[src/rtl/rblit_pkg.sv]
// Shared types, constants and the pixel packing function of the rectangle blit.
package rblit_pkg;

  localparam int COORD_BITS_DEF  = 12;
  localparam int OFFSET_BITS_DEF = 32;

  localparam int CFG_COORD_W  = 12;
  localparam int CFG_STRIDE_W = 16;
  localparam int CFG_DATA_W   = 16;
  localparam int CFG_INDEX_W  = 3;
  localparam int PIXEL_IN_W   = 32;
  localparam int PIXEL_OUT_W  = 16;
  localparam int OUT_OFFSET_W = 32;
  localparam int CHANNEL_SHIFT = 3;

  typedef enum logic [CFG_INDEX_W-1:0] {
    REG_RECT_LEFT   = 3'd0,
    REG_RECT_TOP    = 3'd1,
    REG_RECT_RIGHT  = 3'd2,
    REG_RECT_BOTTOM = 3'd3,
    REG_SRC_STRIDE  = 3'd4,
    REG_DST_STRIDE  = 3'd5,
    REG_DST_X       = 3'd6,
    REG_DST_Y       = 3'd7
  } cfg_idx_t;

  typedef struct packed {
    logic [CFG_COORD_W-1:0]  rect_left;
    logic [CFG_COORD_W-1:0]  rect_top;
    logic [CFG_COORD_W-1:0]  rect_right;
    logic [CFG_COORD_W-1:0]  rect_bottom;
    logic [CFG_STRIDE_W-1:0] src_stride;
    logic [CFG_STRIDE_W-1:0] dst_stride;
    logic [CFG_COORD_W-1:0]  dst_x;
    logic [CFG_COORD_W-1:0]  dst_y;
  } cfg_t;

  typedef struct packed {
    logic [OUT_OFFSET_W-1:0] src_offset;
    logic [OUT_OFFSET_W-1:0] dst_offset;
    logic [PIXEL_OUT_W-1:0]  out_pixel;
    logic                    last_pixel;
  } res_t;

  // Alpha keeps only its low bit; each color channel keeps its top five bits.
  function automatic logic [PIXEL_OUT_W-1:0] pack_1555(input logic [PIXEL_IN_W-1:0] p);
    logic [4:0] r;
    logic [4:0] g;
    logic [4:0] b;
    r = p[16+CHANNEL_SHIFT +: 5];
    g = p[8+CHANNEL_SHIFT +: 5];
    b = p[CHANNEL_SHIFT +: 5];
    return {p[24], r, g, b};
  endfunction

endpackage

[src/rtl/rblit_cfg.sv]
// Configuration register file of the rectangle blit.
module rblit_cfg
  import rblit_pkg::*;
(
  input  logic                   clk,
  input  logic                   rst,
  input  logic                   cfg_we,
  input  logic [CFG_INDEX_W-1:0] cfg_index,
  input  logic [CFG_DATA_W-1:0]  cfg_data,
  output cfg_t                   cfg,
  output cfg_t                   cfg_next
);

  always_comb begin
    cfg_next = cfg;
    if (cfg_we) begin
      unique case (cfg_idx_t'(cfg_index))
        REG_RECT_LEFT:   cfg_next.rect_left   = cfg_data[CFG_COORD_W-1:0];
        REG_RECT_TOP:    cfg_next.rect_top    = cfg_data[CFG_COORD_W-1:0];
        REG_RECT_RIGHT:  cfg_next.rect_right  = cfg_data[CFG_COORD_W-1:0];
        REG_RECT_BOTTOM: cfg_next.rect_bottom = cfg_data[CFG_COORD_W-1:0];
        REG_SRC_STRIDE:  cfg_next.src_stride  = cfg_data[CFG_STRIDE_W-1:0];
        REG_DST_STRIDE:  cfg_next.dst_stride  = cfg_data[CFG_STRIDE_W-1:0];
        REG_DST_X:       cfg_next.dst_x       = cfg_data[CFG_COORD_W-1:0];
        REG_DST_Y:       cfg_next.dst_y       = cfg_data[CFG_COORD_W-1:0];
        default:         cfg_next = cfg;
      endcase
    end
  end

  always_ff @(posedge clk) begin
    if (rst) begin
      cfg <= '0;
    end else begin
      cfg <= cfg_next;
    end
  end

endmodule

[src/rtl/rblit_walk.sv]
// Raster walk counters, row base offsets and per-pixel result computation.
module rblit_walk
  import rblit_pkg::*;
#(
  parameter int COORD_BITS  = COORD_BITS_DEF,
  parameter int OFFSET_BITS = OFFSET_BITS_DEF
) (
  input  logic                  clk,
  input  logic                  rst,
  input  cfg_t                  cfg,
  input  cfg_t                  cfg_next,
  input  logic                  cfg_load,
  input  logic                  step,
  input  logic [PIXEL_IN_W-1:0] src_pixel,
  output res_t                  res
);

  localparam int PROD_W = COORD_BITS + CFG_STRIDE_W;

  logic [COORD_BITS-1:0]  cur_col;
  logic [COORD_BITS-1:0]  cur_row;
  logic [OFFSET_BITS-1:0] src_row_base;
  logic [OFFSET_BITS-1:0] dst_row_base;
  logic [OFFSET_BITS-1:0] src_base0;
  logic [OFFSET_BITS-1:0] dst_base0;

  logic [PROD_W-1:0]      src_prod;
  logic [PROD_W-1:0]      dst_prod;
  logic [COORD_BITS-1:0]  left;
  logic [COORD_BITS-1:0]  right;
  logic [COORD_BITS-1:0]  bottom;
  logic [COORD_BITS-1:0]  rel;
  logic [COORD_BITS:0]    dcol;
  logic [OFFSET_BITS-1:0] src_off;
  logic [OFFSET_BITS-1:0] dst_off;
  logic                   row_end;
  logic                   last;

  // Start-of-walk row bases, taken from the values the registers are about to hold.
  assign src_prod = PROD_W'(COORD_BITS'(cfg_next.rect_top)) * PROD_W'(cfg_next.src_stride);
  assign dst_prod = PROD_W'(COORD_BITS'(cfg_next.dst_y)) * PROD_W'(cfg_next.dst_stride);

  assign left    = COORD_BITS'(cfg.rect_left);
  assign right   = COORD_BITS'(cfg.rect_right);
  assign bottom  = COORD_BITS'(cfg.rect_bottom);
  assign rel     = cur_col - left;
  assign dcol    = (COORD_BITS+1)'(COORD_BITS'(cfg.dst_x)) + (COORD_BITS+1)'(rel);
  assign src_off = src_row_base + OFFSET_BITS'({cur_col, 2'b00});
  assign dst_off = dst_row_base + OFFSET_BITS'({dcol, 1'b0});
  assign row_end = cur_col >= right;
  assign last    = row_end && (cur_row >= bottom);

  always_comb begin
    res.src_offset = OUT_OFFSET_W'(src_off);
    res.dst_offset = OUT_OFFSET_W'(dst_off);
    res.out_pixel  = pack_1555(src_pixel);
    res.last_pixel = last;
  end

  always_ff @(posedge clk) begin
    if (rst) begin
      src_base0 <= '0;
      dst_base0 <= '0;
    end else begin
      src_base0 <= OFFSET_BITS'(src_prod);
      dst_base0 <= OFFSET_BITS'(dst_prod);
    end
  end

  always_ff @(posedge clk) begin
    if (rst) begin
      cur_col      <= '0;
      cur_row      <= '0;
      src_row_base <= '0;
      dst_row_base <= '0;
    end else if (cfg_load) begin
      cur_col      <= COORD_BITS'(cfg_next.rect_left);
      cur_row      <= COORD_BITS'(cfg_next.rect_top);
      src_row_base <= OFFSET_BITS'(src_prod);
      dst_row_base <= OFFSET_BITS'(dst_prod);
    end else if (step) begin
      if (last) begin
        cur_col      <= left;
        cur_row      <= COORD_BITS'(cfg.rect_top);
        src_row_base <= src_base0;
        dst_row_base <= dst_base0;
      end else if (row_end) begin
        cur_col      <= left;
        cur_row      <= cur_row + COORD_BITS'(1);
        src_row_base <= src_row_base + OFFSET_BITS'(cfg.src_stride);
        dst_row_base <= dst_row_base + OFFSET_BITS'(cfg.dst_stride);
      end else begin
        cur_col <= cur_col + COORD_BITS'(1);
      end
    end
  end

endmodule

[src/rtl/rblit_outbuf.sv]
// Output register with a skid stage so the input keeps flowing under a short stall.
module rblit_outbuf
  import rblit_pkg::*;
(
  input  logic clk,
  input  logic rst,
  input  logic in_valid,
  output logic in_stall,
  input  res_t din,
  output logic out_valid,
  input  logic out_stall,
  output res_t dout
);

  logic skid_valid;
  res_t skid;
  logic accept_in;
  logic take;
  logic refill;

  assign in_stall  = skid_valid;
  assign accept_in = in_valid && !skid_valid;
  assign take      = out_valid && !out_stall;
  assign refill    = !out_valid || take;

  always_ff @(posedge clk) begin
    if (rst) begin
      out_valid  <= 1'b0;
      skid_valid <= 1'b0;
    end else if (refill) begin
      out_valid  <= skid_valid || accept_in;
      skid_valid <= 1'b0;
    end else if (accept_in) begin
      skid_valid <= 1'b1;
    end
  end

  always_ff @(posedge clk) begin
    if (refill) begin
      if (skid_valid) begin
        dout <= skid;
      end else if (accept_in) begin
        dout <= din;
      end
    end else if (accept_in) begin
      skid <= din;
    end
  end

endmodule

[src/rtl/rect_blit_argb8888_to_argb1555.sv]
// A result beat is registered into the output register, or into the skid entry while the output is stalled.
// Throughput: one pixel per cycle unless in_stall is high; walk counters and row bases advance by one add each.
// A two-entry output stage (register plus skid) raises in_stall only when both are full.
// Reset is synchronous: walk and config registers go to zero, the walk starts at the top-left corner,
// and the output stage is empty. A register write rewinds the walk to the new rectangle's top-left corner.
module rect_blit_argb8888_to_argb1555
  import rblit_pkg::*;
#(
  parameter int COORD_BITS  = COORD_BITS_DEF,
  parameter int OFFSET_BITS = OFFSET_BITS_DEF
) (
  input  logic                    clk,
  input  logic                    rst,
  input  logic                    cfg_we,
  input  logic [CFG_INDEX_W-1:0]  cfg_index,
  input  logic [CFG_DATA_W-1:0]   cfg_data,
  input  logic                    in_valid,
  output logic                    in_stall,
  input  logic [PIXEL_IN_W-1:0]   src_pixel,
  output logic                    out_valid,
  input  logic                    out_stall,
  output logic [OUT_OFFSET_W-1:0] src_offset,
  output logic [OUT_OFFSET_W-1:0] dst_offset,
  output logic [PIXEL_OUT_W-1:0]  out_pixel,
  output logic                    last_pixel
);

  cfg_t cfg;
  cfg_t cfg_next;
  res_t res;
  res_t res_out;
  logic step;

  assign step = in_valid && !in_stall;

  rblit_cfg u_cfg (
    .clk       (clk),
    .rst       (rst),
    .cfg_we    (cfg_we),
    .cfg_index (cfg_index),
    .cfg_data  (cfg_data),
    .cfg       (cfg),
    .cfg_next  (cfg_next)
  );

  rblit_walk #(
    .COORD_BITS  (COORD_BITS),
    .OFFSET_BITS (OFFSET_BITS)
  ) u_walk (
    .clk       (clk),
    .rst       (rst),
    .cfg       (cfg),
    .cfg_next  (cfg_next),
    .cfg_load  (cfg_we),
    .step      (step),
    .src_pixel (src_pixel),
    .res       (res)
  );

  rblit_outbuf u_outbuf (
    .clk       (clk),
    .rst       (rst),
    .in_valid  (in_valid),
    .in_stall  (in_stall),
    .din       (res),
    .out_valid (out_valid),
    .out_stall (out_stall),
    .dout      (res_out)
  );

  assign src_offset = res_out.src_offset;
  assign dst_offset = res_out.dst_offset;
  assign out_pixel  = res_out.out_pixel;
  assign last_pixel = res_out.last_pixel;

`ifndef SYNTH
  // The input is held off only while a result is already waiting at the output.
  a_stall_needs_output: assert property (@(posedge clk) disable iff (rst)
    in_stall |-> out_valid)
    else $error("input stalled with an empty output stage");

  // After an accepted beat the output always holds a valid result on the next cycle.
  a_accept_gives_result: assert property (@(posedge clk) disable iff (rst)
    (in_valid && !in_stall) |=> out_valid)
    else $error("accepted beat produced no result");

  // Accepting while the output is held must fill the skid entry.
  a_skid_fills: assert property (@(posedge clk) disable iff (rst)
    (in_valid && !in_stall && out_valid && out_stall) |=> in_stall)
    else $error("beat accepted under output stall was not kept");
`endif

endmodule
[config.mk]
export PLATFORM = sky130hd
export DESIGN_NAME = rect_blit_argb8888_to_argb1555
export DESIGN_NICKNAME = d
export VERILOG_FILES = /design/src/rtl/rblit_pkg.sv /design/src/rtl/rblit_cfg.sv /design/src/rtl/rblit_walk.sv /design/src/rtl/rblit_outbuf.sv /design/src/rtl/rect_blit_argb8888_to_argb1555.sv
export SDC_FILE = /design/constraint.sdc
export NUM_CORES = 2
export LEC_CHECK = 0
export BUFFER_PORTS_ARGS = -buffer_cell sky130_fd_sc_hd__buf_2
export CELL_PAD_IN_SITES_DETAIL_PLACEMENT = 0
export CELL_PAD_IN_SITES_GLOBAL_PLACEMENT = 2
export CORE_MARGIN = 2
export CORE_UTILIZATION = 40
export DETAILED_ROUTE_END_ITERATION = 8
export PLACE_DENSITY_LB_ADDON = 0.1
export REMOVE_ABC_BUFFERS = 1
export SLEW_MARGIN = 20
export SYNTH_ARGS = -nofsm -noshare
export SYNTH_HDL_FRONTEND = slang
export SYNTH_SLANG_ARGS = --single-unit
[constraint.sdc]
create_clock -name clk -period 9.5 [get_ports clk]
set_input_delay 1.425 -clock clk [delete_from_list [all_inputs] [get_ports clk]]
set_output_delay 1.425 -clock clk [all_outputs]
set_load 0.02 [all_outputs]
## Word-level counts from Yosys, hierarchy flattened

Cells that the tools add are included.

- Input port bits: 56
- Latch bits: 0
- Logic and storage cells: 97
- Output and inout bits: 83
- Bits in writable memories: 0
- ROM bits: 0
- Memories: 0
- Register bits: 420

- Eq/ne operators: 7
- $mul: 2
- Divide/modulo/power cells: 0
- $lt $le $gt $ge: 2
- $add $sub $neg: 8
- Bitwise gates (word level): 1
- Mux-type cells: 27
- Shift operators: 0
- Reductions and logical operators: 22

Operators with widths:

| operator | number |
|---|---|
| 12-bit 2-to-1 mux | 14 |
| 81-bit 2-to-1 mux | 2 |
| 32-bit 2-to-1 mux | 4 |
| 28-bit 2-to-1 mux | 4 |
| 104-bit 2-to-1 mux | 1 |
| 32-bit by 14-bit adder with 32-bit output | 2 |
| 32-bit by 16-bit adder with 32-bit output | 2 |
| 12-bit by 16-bit multiplier with 28-bit output | 2 |
| 16-bit 2-to-1 mux | 2 |
| 12-bit by 1-bit adder with 12-bit output, second input constant | 2 |
| 12-bit >= comparator | 2 |
| 2-bit AND reduction | 7 |
| 12-bit by 12-bit adder with 13-bit output | 1 |
| 3-bit equality test, second input constant | 4 |
| 12-bit subtractor | 1 |
| 3-bit by 2-bit equality test with 1-bit output, second input constant | 2 |
| 2-bit nonzero test | 3 |
| 2-bit OR reduction | 2 |
| 3-bit by 1-bit equality test with 1-bit output, second input constant | 1 |
| 1-bit logical AND | 3 |
| 1-bit logical NOT | 3 |
| 3-bit logical NOT | 1 |
| 3-bit nonzero test | 1 |
| 1-bit logical OR | 2 |
| 1-bit NOT | 1 |

## Depth between registers and ports, before layout

- Depth after elaboration: 5
- Gate-level depth with buffers: 28
- Mapped depth without buffers: 25

## Hierarchy

A second synthesis with hierarchy kept.

- Cells, all modules: 3703
- Area total of the unflattened synthesis: 35444.0 µm²

By module, submodules not included:

| module | seq. area each (µm²) | times used | area each (µm²) | cells each |
|---|---|---|---|---|
| rblit_walk | 2882.8 | 1 | 23809.1 | 2948 |
| rblit_outbuf | 4904.7 | 1 | 6204.7 | 260 |
| rblit_cfg | 2082.0 | 1 | 5416.4 | 494 |
| rect_blit_argb8888_to_argb1555 | 0.0 | 1 | 13.8 | 1 |

## Worst setup path before layout

No wires, ideal clock.

- Path kind: input-to-reg
- Start point: input port cfg_index[2]
- End point: register u_walk.src_row_base[24]
- Buffers on the path: 3
- Setup time: 0.122 ns
- Stages on the path: 24
- Data required time: 9.378 ns
- Arrival: 7.775 ns
- Slack: 1.603 ns
- Cells stage by stage: clkbuf_1 nand2_1 nor3_1 clkbuf_1 mux2i_1 nor2_1 fa_1 inv_1 fa_1 inv_1 fa_1 fa_1 inv_1 fa_1 inv_1 ha_1 clkbuf_1 or2_2 a2111oi_0 a21oi_1 a41oi_1 a21oi_1 xor2_1 a221o_1

- Longest elaborated chain between the ends: 5
- Elaborated cells on any way between the ends: 7
- Classes of those cells: mul (1); eq/ne (2); mux (4)

Ends and longest elaborated chain:

| element | line | source |
|---|---|---|
| from (decl) | rect_blit_argb8888_to_argb1555.sv:15 | `input logic [CFG_INDEX_W-1:0] cfg_index,` |
| 3-bit by 1-bit equality test with 1-bit output / 3-bit equality test (equally long branches) | rblit_cfg.sv:17 | `unique case (cfg_idx_t'(cfg_index))` |
| 12-bit 2-to-1 mux / 16-bit 2-to-1 mux (equally long branches) | rblit_cfg.sv:17 |  |
| 104-bit 2-to-1 mux (*) | rblit_cfg.sv:16 | `if (cfg_we) begin` |
| 12-bit by 16-bit multiplier with 28-bit output (*) | rblit_walk.sv:40 | `assign src_prod = PROD_W'(COORD_BITS'(cfg_next.rect_top)) * PROD_W'(cfg_next.src_stride);` |
| 28-bit 2-to-1 mux (*) | rblit_walk.sv:76 | `end else if (cfg_load) begin` |
| to (signal assigned) | rblit_walk.sv:79 | `src_row_base <= OFFSET_BITS'(src_prod);` |
| to (signal assigned) | rblit_walk.sv:85 | `src_row_base <= src_base0;` |
| to (signal assigned) | rblit_walk.sv:90 | `src_row_base <= src_row_base + OFFSET_BITS'(cfg.src_stride);` |
| to (decl) | rblit_walk.sv:22 | `logic [OFFSET_BITS-1:0] src_row_base;` |

Every way passes the cells marked *; elsewhere a longest branch is shown, timed or not.
A chain may end at the register's enable or synchronous reset.

## Worst setup path in the final report

- Start point: input port cfg_we
- End point: register u_walk.dst_row_base[24]

- Longest elaborated chain between the ends: 3
- Elaborated cells on any way between the ends: 6
- Classes of those cells: mul (1); mux (2); reduce/logical (3)

Ends and longest elaborated chain:

| element | line | source |
|---|---|---|
| from (decl) | rect_blit_argb8888_to_argb1555.sv:14 | `input logic cfg_we,` |
| 104-bit 2-to-1 mux | rblit_cfg.sv:16 |  |
| 12-bit by 16-bit multiplier with 28-bit output | rblit_walk.sv:41 | `assign dst_prod = PROD_W'(COORD_BITS'(cfg_next.dst_y)) * PROD_W'(cfg_next.dst_stride);` |
| 28-bit 2-to-1 mux | rblit_walk.sv:76 |  |
| to (signal assigned) | rblit_walk.sv:80 | `dst_row_base <= OFFSET_BITS'(dst_prod);` |
| to (signal assigned) | rblit_walk.sv:86 | `dst_row_base <= dst_base0;` |
| to (signal assigned) | rblit_walk.sv:91 | `dst_row_base <= dst_row_base + OFFSET_BITS'(cfg.dst_stride);` |
| to (decl) | rblit_walk.sv:23 | `logic [OFFSET_BITS-1:0] dst_row_base;` |

Several ways; a longest one is shown, not always the timed one.

==> flow_summary.json <==
{
  "die_w_microns": 293,
  "rows": 106,
  "slew_headroom_pct": 19.7,
  "start_kind": "input pin",
  "outcome": "finished, final reports clean",
  "path_clk_slew_ns": 0.06,
  "max_freq_ghz": 0.120,
  "grtUsageTotal_pct": 24.4,
  "fin_nets": 4303,
  "p_leak_nw": 15.8,
  "final_area_sq_um": 36900,
  "cts-buffers-inserted": 50,
  "drt_first_pass_iters": 6,
  "synth_ff_type": "dfxtp_1",
  "antenna_found_initial": 1,
  "path_class": "in2reg",
  "reg2reg_depth": 19,
  "hpwl_microns": 79400,
  "hold-path-cell-count": 2,
  "detailed_place.area_sq_um": 35300,
  "boundaryPins": 139,
  "finClkSkew_ns": 0.0414,
  "cp.arrival_ns": 8.80,
  "first_global_vias": 26400,
  "ys_types": 81,
  "via_count": 26400,
  "yosysWarningCount": 0,
  "gp_congestion": 0.872,
  "postCtsSetupRepairBufs": 0,
  "p_per_area_nw_per_um2": 133,
  "netlist_area_sq_um": 33500,
  "ys_seq_area_share_pct": 29.5,
  "dieArea_sq_um": 86000,
  "n_fill_cell": 8159,
  "drt_iter0_markers": 1932,
  "root_buffer": "clkbuf_16",
  "antenna_cells": 0,
  "grt_max_degree": 82,
  "worstHoldPathType": "reg2reg",
  "io_buffer_count": 122,
  "ant_nets": 0,
  "setup_violations": 0,
  "post_cts_resized": 0,
  "clk_latency_ns": 0.62,
  "regArea_sq_um": 9870,
  "ys_ff_latch": 412,
  "required_ns": 9.97,
  "syn_inst": 3661,
  "crit_path_max_fanout": 15,
  "fin_util_pct": 44.3,
  "via_per_inst": 5.46,
  "drive_gt1_share_pct": 11.4,
  "area_growth_pct": 10.3,
  "multi_input_area_sq_um": 21400,
  "whs_ns": 0.456,
  "tightest_slew_ns": 1.20,
  "period_needed_ns": 8.32,
  "htree_levels": 2,
  "synth_area_leaders": "fa_1, dfxtp_1, edfxtp_1",
  "drcViolationCount": 0,
  "endpoint_kind": "register",
  "wirelength_microns": 105000,
  "initial_utilization_pct": 40.2,
  "avgRoutedWirePerCell_microns": 21.6,
  "clockBufferDepth": 3,
  "maxCapViolations": 0,
  "async_flop_share_pct": 0,
  "postSynthAreaPerCell_sq_um": 9.15,
  "die_h_microns": 293,
  "grt_pass1_wl_microns": 161000,
  "synth_area_leader_cell": "fa_1",
  "synth_top_area_share_pct": 17.1,
  "cts_tree": "done",
  "hold_buffers": 0,
  "ir_drop_uv": 128,
  "slew_violations": 0,
  "rsz0062_at_grt": "false",
  "finalHoldViolCount": 0,
  "cts_sinks": 412,
  "fp.coreArea_sq_um": 83300,
  "synth_edf_count": 162,
  "post-route-period-util_pct": 87.6,
  "grt-ovfl-total": 0
}
## synthesized netlist by cell type (64+ instances only)
master / number
nand2_1: 488
inv_1: 429
nor2_1: 340
fa_1: 286
dfxtp_1: 250
ha_1: 238
a21oi_1: 189
edfxtp_1: 162
mux2_2: 134
clkbuf_1: 129
o21ai_0: 101
xnor2_1: 88
nand3_1: 72
mux2i_1: 66
nor3_1: 66
xor2_1: 64
## final cells by class
| class | count | area share (%) |
|---|---|---|
| clock inverters | 13 | 0.532 |
| multi-input cells | 2654 | 58.0 |
| well taps | 1080 | 3.66 |
| clock buffers | 80 | 3.99 |
| flip-flops and latches | 412 | 26.7 |
| inverters | 429 | 4.36 |
| repair buffers | 176 | 2.78 |
## layout by cell type, fill, tap and decap left out, types with 26 or more instances in the layout
| cell type | netlist | routed |
|---|---|---|
| a211oi_1 | 38 | 38 |
| nand3_1 | 72 | 72 |
| mux2_2 | 134 | 134 |
| xnor2_1 | 88 | 88 |
| a21o_1 | 36 | 35 |
| buf_2 | 22 | 121 |
| buf_4 | 3 | 53 |
| nor3_1 | 66 | 63 |
| ha_1 | 238 | 238 |
| fa_1 | 286 | 286 |
| nand2_1 | 488 | 488 |
| a21oi_1 | 189 | 187 |
| o221ai_1 | 42 | 42 |
| mux2i_1 | 66 | 66 |
| inv_1 | 429 | 428 |
| nor2_1 | 340 | 338 |
| dfxtp_1 | 250 | 249 |
| edfxtp_1 | 162 | 162 |
| clkbuf_16 | 0 | 50 |
| and3_1 | 26 | 26 |
| a31oi_1 | 42 | 41 |
| o21ai_0 | 101 | 101 |
| xor2_1 | 64 | 64 |
| nor2b_1 | 40 | 40 |
## per-layer routing
layer	vias to the layer above	part of all wire [%]	global-route usage, %
li1	12500	-	-
met1	13100	50	36.9
met5	-	0	0
met3	92	5.7	3.54
met2	764	43	37.0
met4	0	1.4	4.29
## worst max-delay path, cell delays in order
cell	delay, ns
buf_2	0.40
nand4_1	0.66
buf_4	0.43
mux2_2	0.52
nand2_1	0.12
fa_1	0.47
fa_1	0.52
inv_1	0.06
fa_1	0.45
fa_1	0.52
inv_1	0.05
fa_1	0.50
inv_1	0.05
ha_1	0.37
a21o_1	0.24
a31oi_1	0.14
a21boi_0	0.13
a311oi_1	0.64
o22ai_1	0.23
a31oi_1	0.24
xor2_1	0.47
o2bb2ai_1	0.13
## state kept, by name, summed over array words and instances (netlist names)
signal               count
u_walk.dst_base0        28
u_outbuf.out_valid       1
u_walk.src_row_base     32
u_walk.dst_row_base     32
u_outbuf.skid           81
u_cfg.cfg              104
u_walk.src_base0        28
u_outbuf.dout           81
u_outbuf.in_stall        1
u_walk.cur_col          12
u_walk.cur_row          12
## kinds of logic (layout without fill, tap and decap cells)
family	after synthesis	in the layout	synth area share (%)
mux	200	200	6.48
flops	412	412	29.5
buf+inv	595	698	6.80
fa+ha+maj	524	524	26.0
simple gates	1152	1152	15.0
compound gates	626	626	12.3
xor+xnor	152	152	3.98
## through the flow
step / setup slack (ns) / setup TNS, ns / total power, mW / cells
3_3_place_gp: 0.529 / 0 / 2.99 / 4751
3_5_place_dp: 0.501 / 0 / 3.00 / 4751
4_1_cts: 1.15 / 0 / 4.97 / 4844
5_1_grt: 0.783 / 0 / 5.14 / 4844
6_report: 1.18 / 0 / 4.93 / 4844
2_1_floorplan: -0.185 / -0.457 / 2.60 / 3495
## report_power, final
part / total (mW) / switching, mW / internal (mW)
combinational: 0.972 / 0.669 / 0.303
clock: 1.95 / 0.808 / 1.15
sequential: 2.00 / 0.0621 / 1.94
total: 4.93 / 1.54 / 3.39
## worst paths after layout
kind / from / endpoint / slack (ns)
worst min-delay path: u_cfg.cfg[71] / u_cfg.cfg[71] / 0.46
worst min register to register: u_cfg.cfg[71] / u_cfg.cfg[71] / 0.46
worst max register to register: u_cfg.cfg[44] / u_walk.src_row_base[22] / 3.00
worst max-delay path: cfg_we / u_walk.dst_row_base[24] / 1.18
Power figures use the tool's default switching activity.
